[config.mk]
export PLATFORM = sky130hd
export DESIGN_NAME = tree_plru_replacement_top
export DESIGN_NICKNAME = d
export VERILOG_FILES = /design/src/hdl/tplru_pkg.sv /design/src/hdl/tplru_walk.sv /design/src/hdl/tree_plru_replacement_top.sv
export VERILOG_INCLUDE_DIRS = /design/src /design/src/hdl
export SDC_FILE = /design/constraint.sdc
export NUM_CORES = 2
export LEC_CHECK = 0
export BUFFER_PORTS_ARGS = -buffer_cell sky130_fd_sc_hd__buf_4
export CAP_MARGIN = 20
export CORE_MARGIN = 2
export CORE_UTILIZATION = 60
export CTS_CLUSTER_DIAMETER = 50
export DETAILED_ROUTE_END_ITERATION = 7
export PLACE_DENSITY_LB_ADDON = 0.12
export SKIP_CTS_REPAIR_TIMING = 1
export SLEW_MARGIN = 20
export SYNTH_ARGS = -nofsm -noshare
export SYNTH_HDL_FRONTEND = slang
export SYNTH_SLANG_ARGS = --single-unit
[constraint.sdc]
create_clock -name clk -period 14.9 [get_ports clk]
set_input_delay 1.49 -clock clk [delete_from_list [all_inputs] [get_ports clk]]
set_output_delay 1.49 -clock clk [all_outputs]
set_load 0.02 [all_outputs]
[src/hdl/assert_macros.svh]
// Assertion helpers included by tree_plru_replacement_top. Both macros sample on clk and are
// disabled while rst_n is low, so the enclosing module must have both.
`ifndef ASSERT_MACROS_SVH
`define ASSERT_MACROS_SVH

`ifndef SYNTH

// Check that a property holds at every rising edge out of reset.
`define TPLRU_ASSERT(name, prop, msg) \
    name: assert property (@(posedge clk) disable iff (!rst_n) (prop)) else $error(msg);

// Check that a condition or sequence never matches at a rising edge out of reset.
`define TPLRU_ASSERT_NEVER(name, expr, msg) \
    name: assert property (@(posedge clk) disable iff (!rst_n) not (expr)) else $error(msg);

`else

`define TPLRU_ASSERT(name, prop, msg)

`define TPLRU_ASSERT_NEVER(name, expr, msg)

`endif

`endif

[src/hdl/tplru_pkg.sv]
package tplru_pkg;

    localparam int CFG_W = 5;   // ways_in_use register
    localparam int SET_W = 8;   // set_index field
    localparam int WAY_W = 4;   // way_index and victim_way fields
    localparam int LVL_W = 3;   // tree depth, up to 5 levels for 32 ways

    localparam logic [CFG_W-1:0] WAYS_RESET = 5'd16;

    // Request kinds carried in req_type
    localparam logic REQ_TOUCH  = 1'b0;
    localparam logic REQ_VICTIM = 1'b1;

    // Walk setup derived from the way count register
    typedef struct packed {
        logic [LVL_W-1:0] levels;    // tree depth for the rounded-up way count
        logic [CFG_W-1:0] last_way;  // highest way that may be chosen
    } walk_ctrl_t;

endpackage

[src/hdl/tplru_walk.sv]
module tplru_walk #(
    parameter int MAX_WAYS = 16
) (
    input  tplru_pkg::walk_ctrl_t                      ctrl,
    input  logic [(1 << $clog2(MAX_WAYS)) - 2:0]       tree_in,
    input  logic [tplru_pkg::WAY_W-1:0]                way_index,
    output logic [(1 << $clog2(MAX_WAYS)) - 2:0]       tree_out,
    output logic [tplru_pkg::WAY_W-1:0]                victim_way
);
    import tplru_pkg::*;

    localparam int LMAX = $clog2(MAX_WAYS);

    logic [LMAX-1:0]  way_ext;
    logic [LMAX-1:0]  prefix;
    logic [LMAX-1:0]  node;
    logic [LMAX-1:0]  shifted;
    logic [LVL_W-1:0] sh;

    logic [LMAX-1:0]  vnode;
    logic [LMAX-1:0]  vway;
    logic             vbit;
    logic [CFG_W-1:0] vway_w;

    // Touch: each level's node and direction follow directly from the way bits
    always_comb
    begin
        tree_out = tree_in;
        way_ext  = LMAX'(way_index);
        prefix   = '0;
        node     = '0;
        shifted  = '0;
        sh       = '0;
        for (int d = 0; d < LMAX; d++)
        begin
            if (LVL_W'(d) < ctrl.levels)
            begin
                sh       = ctrl.levels - LVL_W'(d);
                prefix   = (way_ext >> sh) & LMAX'((1 << d) - 1);
                node     = LMAX'((1 << d) - 1) + prefix;
                shifted  = way_ext >> (sh - LVL_W'(1));
                tree_out[node] = shifted[0];
            end
        end
    end

    // Victim: walk against the stored directions, then clamp to the way count
    always_comb
    begin
        vnode = '0;
        vway  = '0;
        vbit  = 1'b0;
        for (int d = 0; d < LMAX; d++)
        begin
            if (LVL_W'(d) < ctrl.levels)
            begin
                vbit  = tree_in[vnode];
                vway  = LMAX'({vway, ~vbit});
                vnode = LMAX'({vnode, 1'b0}) + (vbit ? LMAX'(1) : LMAX'(2));
            end
        end
        vway_w     = CFG_W'(vway);
        victim_way = WAY_W'((vway_w > ctrl.last_way) ? ctrl.last_way : vway_w);
    end

endmodule

[src/hdl/tree_plru_replacement_top.sv]
// Tree pseudo-LRU replacement state for a set-associative cache. Each set
// holds one bit per tree node in an internal memory that reads as all zero
// after reset (per-set valid flops, no clearing pass, so requests are taken
// right out of reset). A touch (tuser = 0) records the path to way_index; a
// victim request (tuser = 1) walks the opposite path and returns one result
// transfer with the chosen way, clamped to ways_in_use - 1. The block takes
// one request per cycle, touches and victims mixed in any order, including
// back-to-back requests to the same set. A victim result reaches the
// master side from its request transfer through the registered tree memory
// read, then the walk between that read register and the output
// register. The slave side only stalls while a finished result waits on the
// master side and a further victim request is in the walk stage. ways_in_use
// (2 to MAX_WAYS, reset 16) may only be written while no request is in flight;
// writing it does not clear the trees. Sets at or beyond NUM_SETS are ignored
// by touches and read as empty by victim requests.
module tree_plru_replacement_top #(
    parameter int NUM_SETS = 256,
    parameter int MAX_WAYS = 16
) (
    input  logic        clk,
    input  logic        rst_n,

    input  logic        s_axis_tvalid,
    output logic        s_axis_tready,
    input  logic [15:0] s_axis_tdata,   // [7:0] set_index, [11:8] way_index, [15:12] zero
    input  logic [0:0]  s_axis_tuser,   // [0] req_type

    output logic        m_axis_tvalid,
    input  logic        m_axis_tready,
    output logic [7:0]  m_axis_tdata,   // [3:0] victim_way, [7:4] zero

    input  logic                          cfg_wr_en,
    input  logic [tplru_pkg::CFG_W-1:0]   cfg_wr_data
);
    import tplru_pkg::*;

`include "assert_macros.svh"

    localparam int LMAX   = $clog2(MAX_WAYS);
    localparam int TREE_W = (1 << LMAX) - 1;
    localparam int DEPTH  = (NUM_SETS < 256) ? NUM_SETS : 256;
    localparam int AW     = (DEPTH > 1) ? $clog2(DEPTH) : 1;

    // Configuration
    logic [CFG_W-1:0] ways_in_use_reg;
    logic [CFG_W:0]   ways_clamped;
    walk_ctrl_t       ctrl;

    // Tree store: memory plus one valid flop per set
    logic [TREE_W-1:0] tree_mem [DEPTH];
    logic [DEPTH-1:0]  valid_reg;

    // Input side
    logic [SET_W-1:0] in_set;
    logic [WAY_W-1:0] in_way;
    logic             in_range;
    logic [AW-1:0]    in_addr;
    logic             accept;

    // Walk stage
    logic              s1_valid_reg;
    logic              s1_valid_next;
    logic              s1_req_reg;
    logic [SET_W-1:0]  s1_set_reg;
    logic [WAY_W-1:0]  s1_way_reg;
    logic              s1_inr_reg;
    logic [TREE_W-1:0] rd_tree_reg;
    logic              rd_valid_reg;
    logic              stall;
    logic              s1_adv;
    logic              wr_en;
    logic [AW-1:0]     wr_addr;
    logic              fwd_hit;
    logic [TREE_W-1:0] tree_cur;
    logic [TREE_W-1:0] tree_new;
    logic [WAY_W-1:0]  victim;

    // Last tree written, for a read taken at the same edge as that write
    logic              wr_valid_reg;
    logic [SET_W-1:0]  wr_set_reg;
    logic [TREE_W-1:0] wr_tree_reg;

    // Output register
    logic             out_valid_reg;
    logic             out_valid_next;
    logic [WAY_W-1:0] out_way_reg;

    // Round the way count: clamp to the legal range, depth from the last way
    always_comb
    begin
        if ({1'b0, ways_in_use_reg} < (CFG_W+1)'(2))
        begin
            ways_clamped = (CFG_W+1)'(2);
        end
        else if (32'(ways_in_use_reg) > MAX_WAYS)
        begin
            ways_clamped = (CFG_W+1)'(MAX_WAYS);
        end
        else
        begin
            ways_clamped = {1'b0, ways_in_use_reg};
        end
        ctrl.last_way = CFG_W'(ways_clamped - (CFG_W+1)'(1));
        ctrl.levels   = '0;
        for (int k = 0; k < CFG_W; k++)
        begin
            if ((ctrl.last_way >> k) != '0)
            begin
                ctrl.levels = LVL_W'(k + 1);
            end
        end
    end

    assign in_set   = s_axis_tdata[7:0];
    assign in_way   = s_axis_tdata[11:8];
    assign in_range = 32'(in_set) < NUM_SETS;
    assign in_addr  = AW'(in_set);

    // Hold the walk stage only when a victim result has nowhere to go
    assign stall  = s1_valid_reg && (s1_req_reg == REQ_VICTIM)
                    && out_valid_reg && !m_axis_tready;
    assign s1_adv = s1_valid_reg && !stall;
    assign accept = s_axis_tvalid && s_axis_tready;
    assign s_axis_tready = !stall;

    assign wr_en   = s1_adv && (s1_req_reg == REQ_TOUCH) && s1_inr_reg;
    assign wr_addr = AW'(s1_set_reg);

    // Pick the newest tree: forwarded write, stored entry, or empty
    assign fwd_hit = wr_valid_reg && (wr_set_reg == s1_set_reg);

    always_comb
    begin
        if (!s1_inr_reg)
        begin
            tree_cur = '0;
        end
        else if (fwd_hit)
        begin
            tree_cur = wr_tree_reg;
        end
        else if (rd_valid_reg)
        begin
            tree_cur = rd_tree_reg;
        end
        else
        begin
            tree_cur = '0;
        end
    end

    tplru_walk #(
        .MAX_WAYS (MAX_WAYS)
    ) u_walk (
        .ctrl       (ctrl),
        .tree_in    (tree_cur),
        .way_index  (s1_way_reg),
        .tree_out   (tree_new),
        .victim_way (victim)
    );

    // Advance the walk stage on every accepted transfer, drop it once it moves on, hold it while stalled
    always_comb
    begin
        if (accept)
        begin
            s1_valid_next = 1'b1;
        end
        else if (s1_adv)
        begin
            s1_valid_next = 1'b0;
        end
        else
        begin
            s1_valid_next = s1_valid_reg;
        end
    end

    // Load a victim result, or drop the one just taken
    always_comb
    begin
        if (s1_adv && (s1_req_reg == REQ_VICTIM))
        begin
            out_valid_next = 1'b1;
        end
        else if (m_axis_tready)
        begin
            out_valid_next = 1'b0;
        end
        else
        begin
            out_valid_next = out_valid_reg;
        end
    end

    always_ff @(posedge clk or negedge rst_n)
    begin
        if (!rst_n)
        begin
            ways_in_use_reg <= WAYS_RESET;
            s1_valid_reg    <= 1'b0;
            out_valid_reg   <= 1'b0;
            wr_valid_reg    <= 1'b0;
            valid_reg       <= '0;
        end
        else
        begin
            if (cfg_wr_en)
            begin
                ways_in_use_reg <= cfg_wr_data;
            end
            s1_valid_reg  <= s1_valid_next;
            out_valid_reg <= out_valid_next;
            if (wr_en)
            begin
                wr_valid_reg       <= 1'b1;
                valid_reg[wr_addr] <= 1'b1;
            end
        end
    end

    // Payload: request fields, memory read, last write and result
    always_ff @(posedge clk)
    begin
        if (accept)
        begin
            s1_req_reg   <= s_axis_tuser[0];
            s1_set_reg   <= in_set;
            s1_way_reg   <= in_way;
            s1_inr_reg   <= in_range;
            rd_tree_reg  <= tree_mem[in_addr];
            rd_valid_reg <= in_range && valid_reg[in_addr];
        end
        if (wr_en)
        begin
            tree_mem[wr_addr] <= tree_new;
            wr_set_reg        <= s1_set_reg;
            wr_tree_reg       <= tree_new;
        end
        if (s1_adv && (s1_req_reg == REQ_VICTIM))
        begin
            out_way_reg <= victim;
        end
    end

    assign m_axis_tvalid = out_valid_reg;
    assign m_axis_tdata  = {4'b0000, out_way_reg};

    // A victim leaving the walk stage must show up on the master side
    `TPLRU_ASSERT(a_victim_to_out, s1_adv && (s1_req_reg == REQ_VICTIM) |=> m_axis_tvalid, "victim request lost its result")

    // The slave side only stalls behind a waiting result
    `TPLRU_ASSERT(a_stall_cause, !s_axis_tready |-> m_axis_tvalid && !m_axis_tready, "input stalled without a waiting result")

    // A touch write must be visible to the next request to the same set
    `TPLRU_ASSERT(a_fwd_track, wr_en |=> wr_valid_reg && (wr_set_reg == $past(s1_set_reg)), "write forwarding register out of step")

    // Touches never create a result
    `TPLRU_ASSERT_NEVER(a_touch_no_out, !out_valid_reg && s1_valid_reg && (s1_req_reg == REQ_TOUCH) ##1 m_axis_tvalid, "touch produced a result")

endmodule

# After elaboration in Yosys (flattened, before gate mapping)
# Memories as Yosys holds them, arrays and structs flattened. A register that Yosys moved wholly into a read port is not among the register bits.
# Cells that the tools add are included.
# totals
word_cells	126
regBits	305
ram_bits	3840
memories	1
in_bits	27
# classes
muxes	49
n_bitwise	6
shift	6
reduce_logical	20
add_sub_neg	12
magnitude_cmp	19
eq_ne	1
# memory_table
memory	depth	width	rd	rd_clocked_by_memory_dff	write_ports	line_no	text
tree_mem	256	15	1	1	1	tree_plru_replacement_top.sv:50	logic [TREE_W-1:0] tree_mem [DEPTH];
# op_table
operator	count
$or A256 B256 Y256	1
$mux W15	5
$bwmux W15	3
$lt A4 B5 Y1 const B	6
$mux W4	5
$reduce_bool A5 Y1	4
$lt A8 B9 Y1 const B	2
$mux W1	17
$shr A4 B3 Y1	4
$bmux W1 S4	3
$demux W1 S4	3
$ge A4 B1 Y1 const B	3
$logic_and A1 B1 Y1	12
$mux W2	6
$sub A3 B1 Y3 const B	4
$mux W5	2
$mux W3	3
$add A4 B4 Y4	2
$bmux W1 S8	1
$demux W1 S8	1
$eq A8 B8 Y1	1
$ge A8 B1 Y1 const B	1
$lt A1 B3 Y1 const A	2
$lt A2 B3 Y1 const A	2
other kinds (13)	20

# Depth between registers and ports, before layout
# depth
ltp_word	28
depth_mapped	36
mapped_depth_nobuf	35

# By module
# A second synthesis with hierarchy kept.
# hier_totals
cells_unflattened	8048
area_unflattened_um2	163860.9
# modules_own_cells
mod	area_each_um2	cells_per_inst	instances
tree_plru_replacement_top	162049.2	7789	1
tplru_walk	1811.7	259	1

# Worst setup path after synthesis
# No wires, ideal clock.
# synth_path
path_type	reg-to-reg
from	register ways_in_use_reg[2]
to	memory tree_mem[0][2] in the netlist's numbering (data pin)
synth_period_minus_slack_ps	12718
setup_time_ps	1704
slack_ps	2182
n_path_buf	3
t_arrival_ps	11014
t_required_ps	13196
stages_incl_launch_ff	17
cell_sequence	dfrtp_1 -> buf_6 -> o311ai_0 -> ha_1 -> nor2b_1 -> nor2_1 -> nand2_2 -> a21oi_1 -> inv_1 -> ha_1 -> buf_2 -> a31oi_4 -> clkbuf_1 -> nand2_1 -> mux2i_1 -> a31oi_1 -> a41oi_1
# synth_via
elab_chain_len	23
# synth_lines
element	line_no	text
start: declaration	tree_plru_replacement_top.sv:45	logic [CFG_W-1:0] ways_in_use_reg;
start signal: assignment	tree_plru_replacement_top.sv:210	ways_in_use_reg <= cfg_wr_data;
$gt A5 B5 Y1	tree_plru_replacement_top.sv:95	else if (32'(ways_in_use_reg) > MAX_WAYS)
$mux W5	tree_plru_replacement_top.sv:95	
$mux W5 *	tree_plru_replacement_top.sv:91	if ({1'b0, ways_in_use_reg} < (CFG_W+1)'(2))
$sub A5 B1 Y5 *	tree_plru_replacement_top.sv:103	ctrl.last_way = CFG_W'(ways_clamped - (CFG_W+1)'(1));
$reduce_bool A5 Y1	tree_plru_replacement_top.sv:107	if ((ctrl.last_way >> k) != '0)
$mux W1	tree_plru_replacement_top.sv:107	
$mux W2 (2 in a row)	tree_plru_replacement_top.sv:107	
$mux W3	tree_plru_replacement_top.sv:107	
[... 7 more ...]	n/a	
$demux W1 S4	n/a	
$bwmux W15	tplru_walk.sv:42	tree_out[node] = shifted[0];
$mux W15	tplru_walk.sv:36	if (LVL_W'(d) < ctrl.levels)
$bwmux W15	tplru_walk.sv:42	
$mux W15	tplru_walk.sv:36	
$bwmux W15	tplru_walk.sv:42	
$mux W15 *	tplru_walk.sv:36	
named net tree_new[2]	tree_plru_replacement_top.sv:75	logic [TREE_W-1:0] tree_new;
end: declaration	tree_plru_replacement_top.sv:50	
# The timed path passes the listed nets; every way through them passes the cells marked *.

# Worst setup path after layout
# layout_path
from	register ways_in_use_reg[2]
to	register out_way_reg[3] (data pin)
# layout_via
elab_chain_len	28
# layout_lines
element	line_no	text
$gt A5 B5 Y1	tree_plru_replacement_top.sv:95	
$mux W5	tree_plru_replacement_top.sv:95	
$mux W5 *	tree_plru_replacement_top.sv:91	
$sub A5 B1 Y5 *	tree_plru_replacement_top.sv:103	
$reduce_bool A5 Y1	tree_plru_replacement_top.sv:107	
$mux W1	tree_plru_replacement_top.sv:107	
$mux W2 (2 in a row)	tree_plru_replacement_top.sv:107	
$mux W3 (2 in a row)	tree_plru_replacement_top.sv:107	
[... 11 more ...]	n/a	
$mux W4	tplru_walk.sv:55	if (LVL_W'(d) < ctrl.levels)
$bmux W1 S4	tplru_walk.sv:57	vbit = tree_in[vnode];
$mux W1 (implied by the code)	tplru_walk.sv:57	
$not A1 Y1	tplru_walk.sv:58	vway = LMAX'({vway, ~vbit});
$mux W4	tplru_walk.sv:55	
$gt A4 B5 Y1	tplru_walk.sv:63	victim_way = WAY_W'((vway_w > ctrl.last_way) ? ctrl.last_way : vway_w);
$mux W4 *	tplru_walk.sv:63	
named net u_walk.victim_way, one bit	tplru_walk.sv:8	output logic [tplru_pkg::WAY_W-1:0] victim_way
end signal: assignment	tree_plru_replacement_top.sv:242	out_way_reg <= victim;
end: declaration	tree_plru_replacement_top.sv:86	logic [WAY_W-1:0] out_way_reg;
# The timed path passes the listed nets; every way through them passes the cells marked *. The select of a mux whose other input is x is not followed.
# A chain may end at the register's enable or synchronous reset.

==> run metrics <==
max FFs per register=around 3.8k; share of the synthesized area in the top cell type=0.728; Post-synth EDFFs=around 4k; core area=0.267 mm²; headroom to the max-slew limit=0.268; Simple-Gate Fraction of Synth Area=0.0213; Synth Area in Compound Gates=0.00418; startpoint types=register; routed length per placed instance=between 30 and 40 µm; clock skew=around 0.06 ns; RSZ-0062 raised after global routing=no; flop2flop setup slack=about 5.7 ns; routability cong.=around 0.83; vias in the first global route=around 74k; antenna violations before repair=27; Die Wd=~520 µm; worst skew pair latency=slightly below 1 ns; Final Util=0.681; #FFs+latches synth=about 4.2k; num rows=190; overall power=0.0274 W; WP buf/inv=1; Final WS setup=5.67 ns; status=finished, final reports clean; sequential share of the synthesized area=0.769; Post-Syn Instances=just under 7k; maximum VDD drop=roughly 0.16 mV; final slew viol count=0; Post-DP Area=0.167 mm²; drt via density=around 6.6; # nets final=7262; Largest stage delay, worst path=around 0.86 ns; Worst Setup End Kind=register; clk root buf=clkbuf_16; Final TNS setup=0 ns; Finished Cell Area=roughly 0.18 mm²; max-cap viol count=0; Critical Path RT=between 15 and 20 ns; fin crit share=0.619; die area=about 0.27 mm²; # fillers=roughly 16k; Leak=59.8 nW; Starting DRT DRC Count=about 10k; Main synth FF type=edfxtp_1; Area contributors post-synth=edfxtp_1 73%, mux4_2 19%, dfrtp_1 4.1%, or2_2 1.0%, nor2_1 0.67%; drt drc=0; Yosys top cell by area=edfxtp_1; Place WS=5.79 ns; asr flop ratio synth=0.0635; Area Growth Syn to Fin=13.2%; total gr overflow=0; Crit Path Class=reg -> reg; CP Max Fanout=19; layout cell share with drive strength beyond 1=0.365; Arr. time, crit path=just under 10 ns; synthesized area per cell=between 20 and 25 µm²; Antenna Nets Post-Route=0; CTS Buf Count=~430; worst-case clock buffer depth=4; Starting Density=0.602; Hold Vio Cnt, Final=0; IO Count=37; top post-synthesis cells by count=3896 x edfxtp_1, 1361 x mux4_2, 285 x nor2_1, 263 x dfrtp_1, 258 x or2_2; cell with the most instances after synthesis=edfxtp_1; first-pass GRT wire length=between 500 and 600 mm; Post-Route WL=approximately 370 mm; setup violators final=0; pin count of the biggest net entering global routing=258; Synth Area in Adders=0.00171; Global Route Usage Sum=0.273; Clock Sinks=between 4k and 5k; CTS tree=yes; Worst-Margin Slew=~1.1 ns; largest family of logic cells by synthesized area=multiplexers; H-tree depth=5; multiplexer share of the synthesized area=0.193; dpl hpwl=206 mm; Crit-path slowest cell=o311ai_0; DR vias=approximately 74k; Die Span Y=522 µm; PwrDens=around 150 mW/mm²; crit-path leading delay family=compound AO/OA/AOI/OAI gates; Yosys cell types=68; Fmax=0.108 GHz; Hold Crit Class=reg -> reg; first-pass detailed-route iteration total=5; Port Buffers=28; CP most frequent cell=ha_1; Clk pin slew, worst setup/hold paths=0.06 ns; Synth Cell Area=between 0.15 and 0.2 mm²; Yosys Warn Count=0; Tmin final=9.23 ns; XOR/XNOR Fraction of Synth Area=0.000872
==> final cells by class <==
type	count	area (µm²)	area share
Sequential cell	4160	124000	0.679
Multi-Input combinational cell	2209	35900	0.197
Clock buffer	536	11500	0.0633
Tap cell	3552	4440	0.0244
Timing Repair Buffer	392	3420	0.0188
Clock inverter	280	3030	0.0166
Inverter	16	60.1	0.000330
Antenna cell	16	40.0	0.000220
==> cells in the final DEF, fill, tap and decap left out, drive strengths merged, types with 3 or more instances in the layout <==
| cell | instances |
|---|---|
| a21oi | 31 |
| a31oi | 7 |
| and2 | 12 |
| and3 | 14 |
| and4 | 3 |
| buf | 392 |
| bufinv | 45 |
| clkbuf | 536 |
| clkinv | 170 |
| clkinvlp | 37 |
| conb | 4 |
| dfrtp | 263 |
| diode | 16 |
| edfxtp | 3896 |
| ha | 22 |
| inv | 44 |
| mux2 | 7 |
| mux2i | 32 |
| mux4 | 1361 |
| nand2 | 51 |
| nand2b | 8 |
| nand3 | 20 |
| nand4 | 4 |
| nor2 | 285 |
| nor2b | 12 |
| nor3 | 10 |
| nor3b | 3 |
| o211ai | 8 |
| o21a | 4 |
| o21ai | 10 |
| or2 | 258 |
| xnor2 | 14 |
==> worst paths after layout <==
check	startpoint	end	cells after the start
min reg2reg	valid_reg[210]$_DFFE_PN0P_	valid_reg[210]$_DFFE_PN0P_	1
max	ways_in_use_reg[2]$_DFFE_PN0P_	out_way_reg[3]$_DFFE_PP_	32
max reg2reg	ways_in_use_reg[2]$_DFFE_PN0P_	out_way_reg[3]$_DFFE_PP_	32
min	valid_reg[210]$_DFFE_PN0P_	valid_reg[210]$_DFFE_PN0P_	1
min in group asynchronous	rst_n	valid_reg[0]$_DFFE_PN0P_	1
max in group asynchronous	rst_n	valid_reg[237]$_DFFE_PN0P_	3
==> layer usage <==
metal / GRT usage / wire [µm] / up-vias
li1: - / - / 29600
met1: 0.425 / 151000 / 40000
met2: 0.405 / 171000 / 3629
met3: 0.0539 / 35800 / 568
met4: 0.0747 / 10300 / 14
met5: 0 / 90 / -
==> through the flow <==
step	cells	hold slack [ns]
after floorplan	6744	0.421
after global placement	10300	0.444
after detailed placement	10300	0.448
after CTS	11100	0.463
after global routing	11100	0.475
final	11200	0.458
==> kinds of logic (layout without fill, tap and decap cells) <==
| group | count (synthesis) | count (layout) |
|---|---|---|
| adders and majority gates | 22 | 22 |
| AOI/OAI and AO/OA | 84 | 84 |
| and+or+nand+nor | 683 | 683 |
| xor gates and xnor gates | 16 | 16 |
| DFF | 4160 | 4160 |
| muxes | 1400 | 1400 |
| other | 1 | 20 |
| buffers and inverters | 375 | 1224 |
==> power by group <==
part	switching, W	leakage (nW)	internal, W
clock	0.00454	7.02	0.00632
sequential	0.0000361	39.1	0.0139
combinational	0.00187	13.6	0.000691
==> worst register-to-register path, delay by kind of cell, from the launching register on <==
kind	cells	cell delay (ns)
AOI/OAI and AO/OA	12	4.04
and+or+nand+nor	9	1.38
DFF	1	0.47
buffers and inverters	1	0.27
muxes	5	1.28
adders and majority gates	5	1.54
Power figures use the tool's default switching activity.
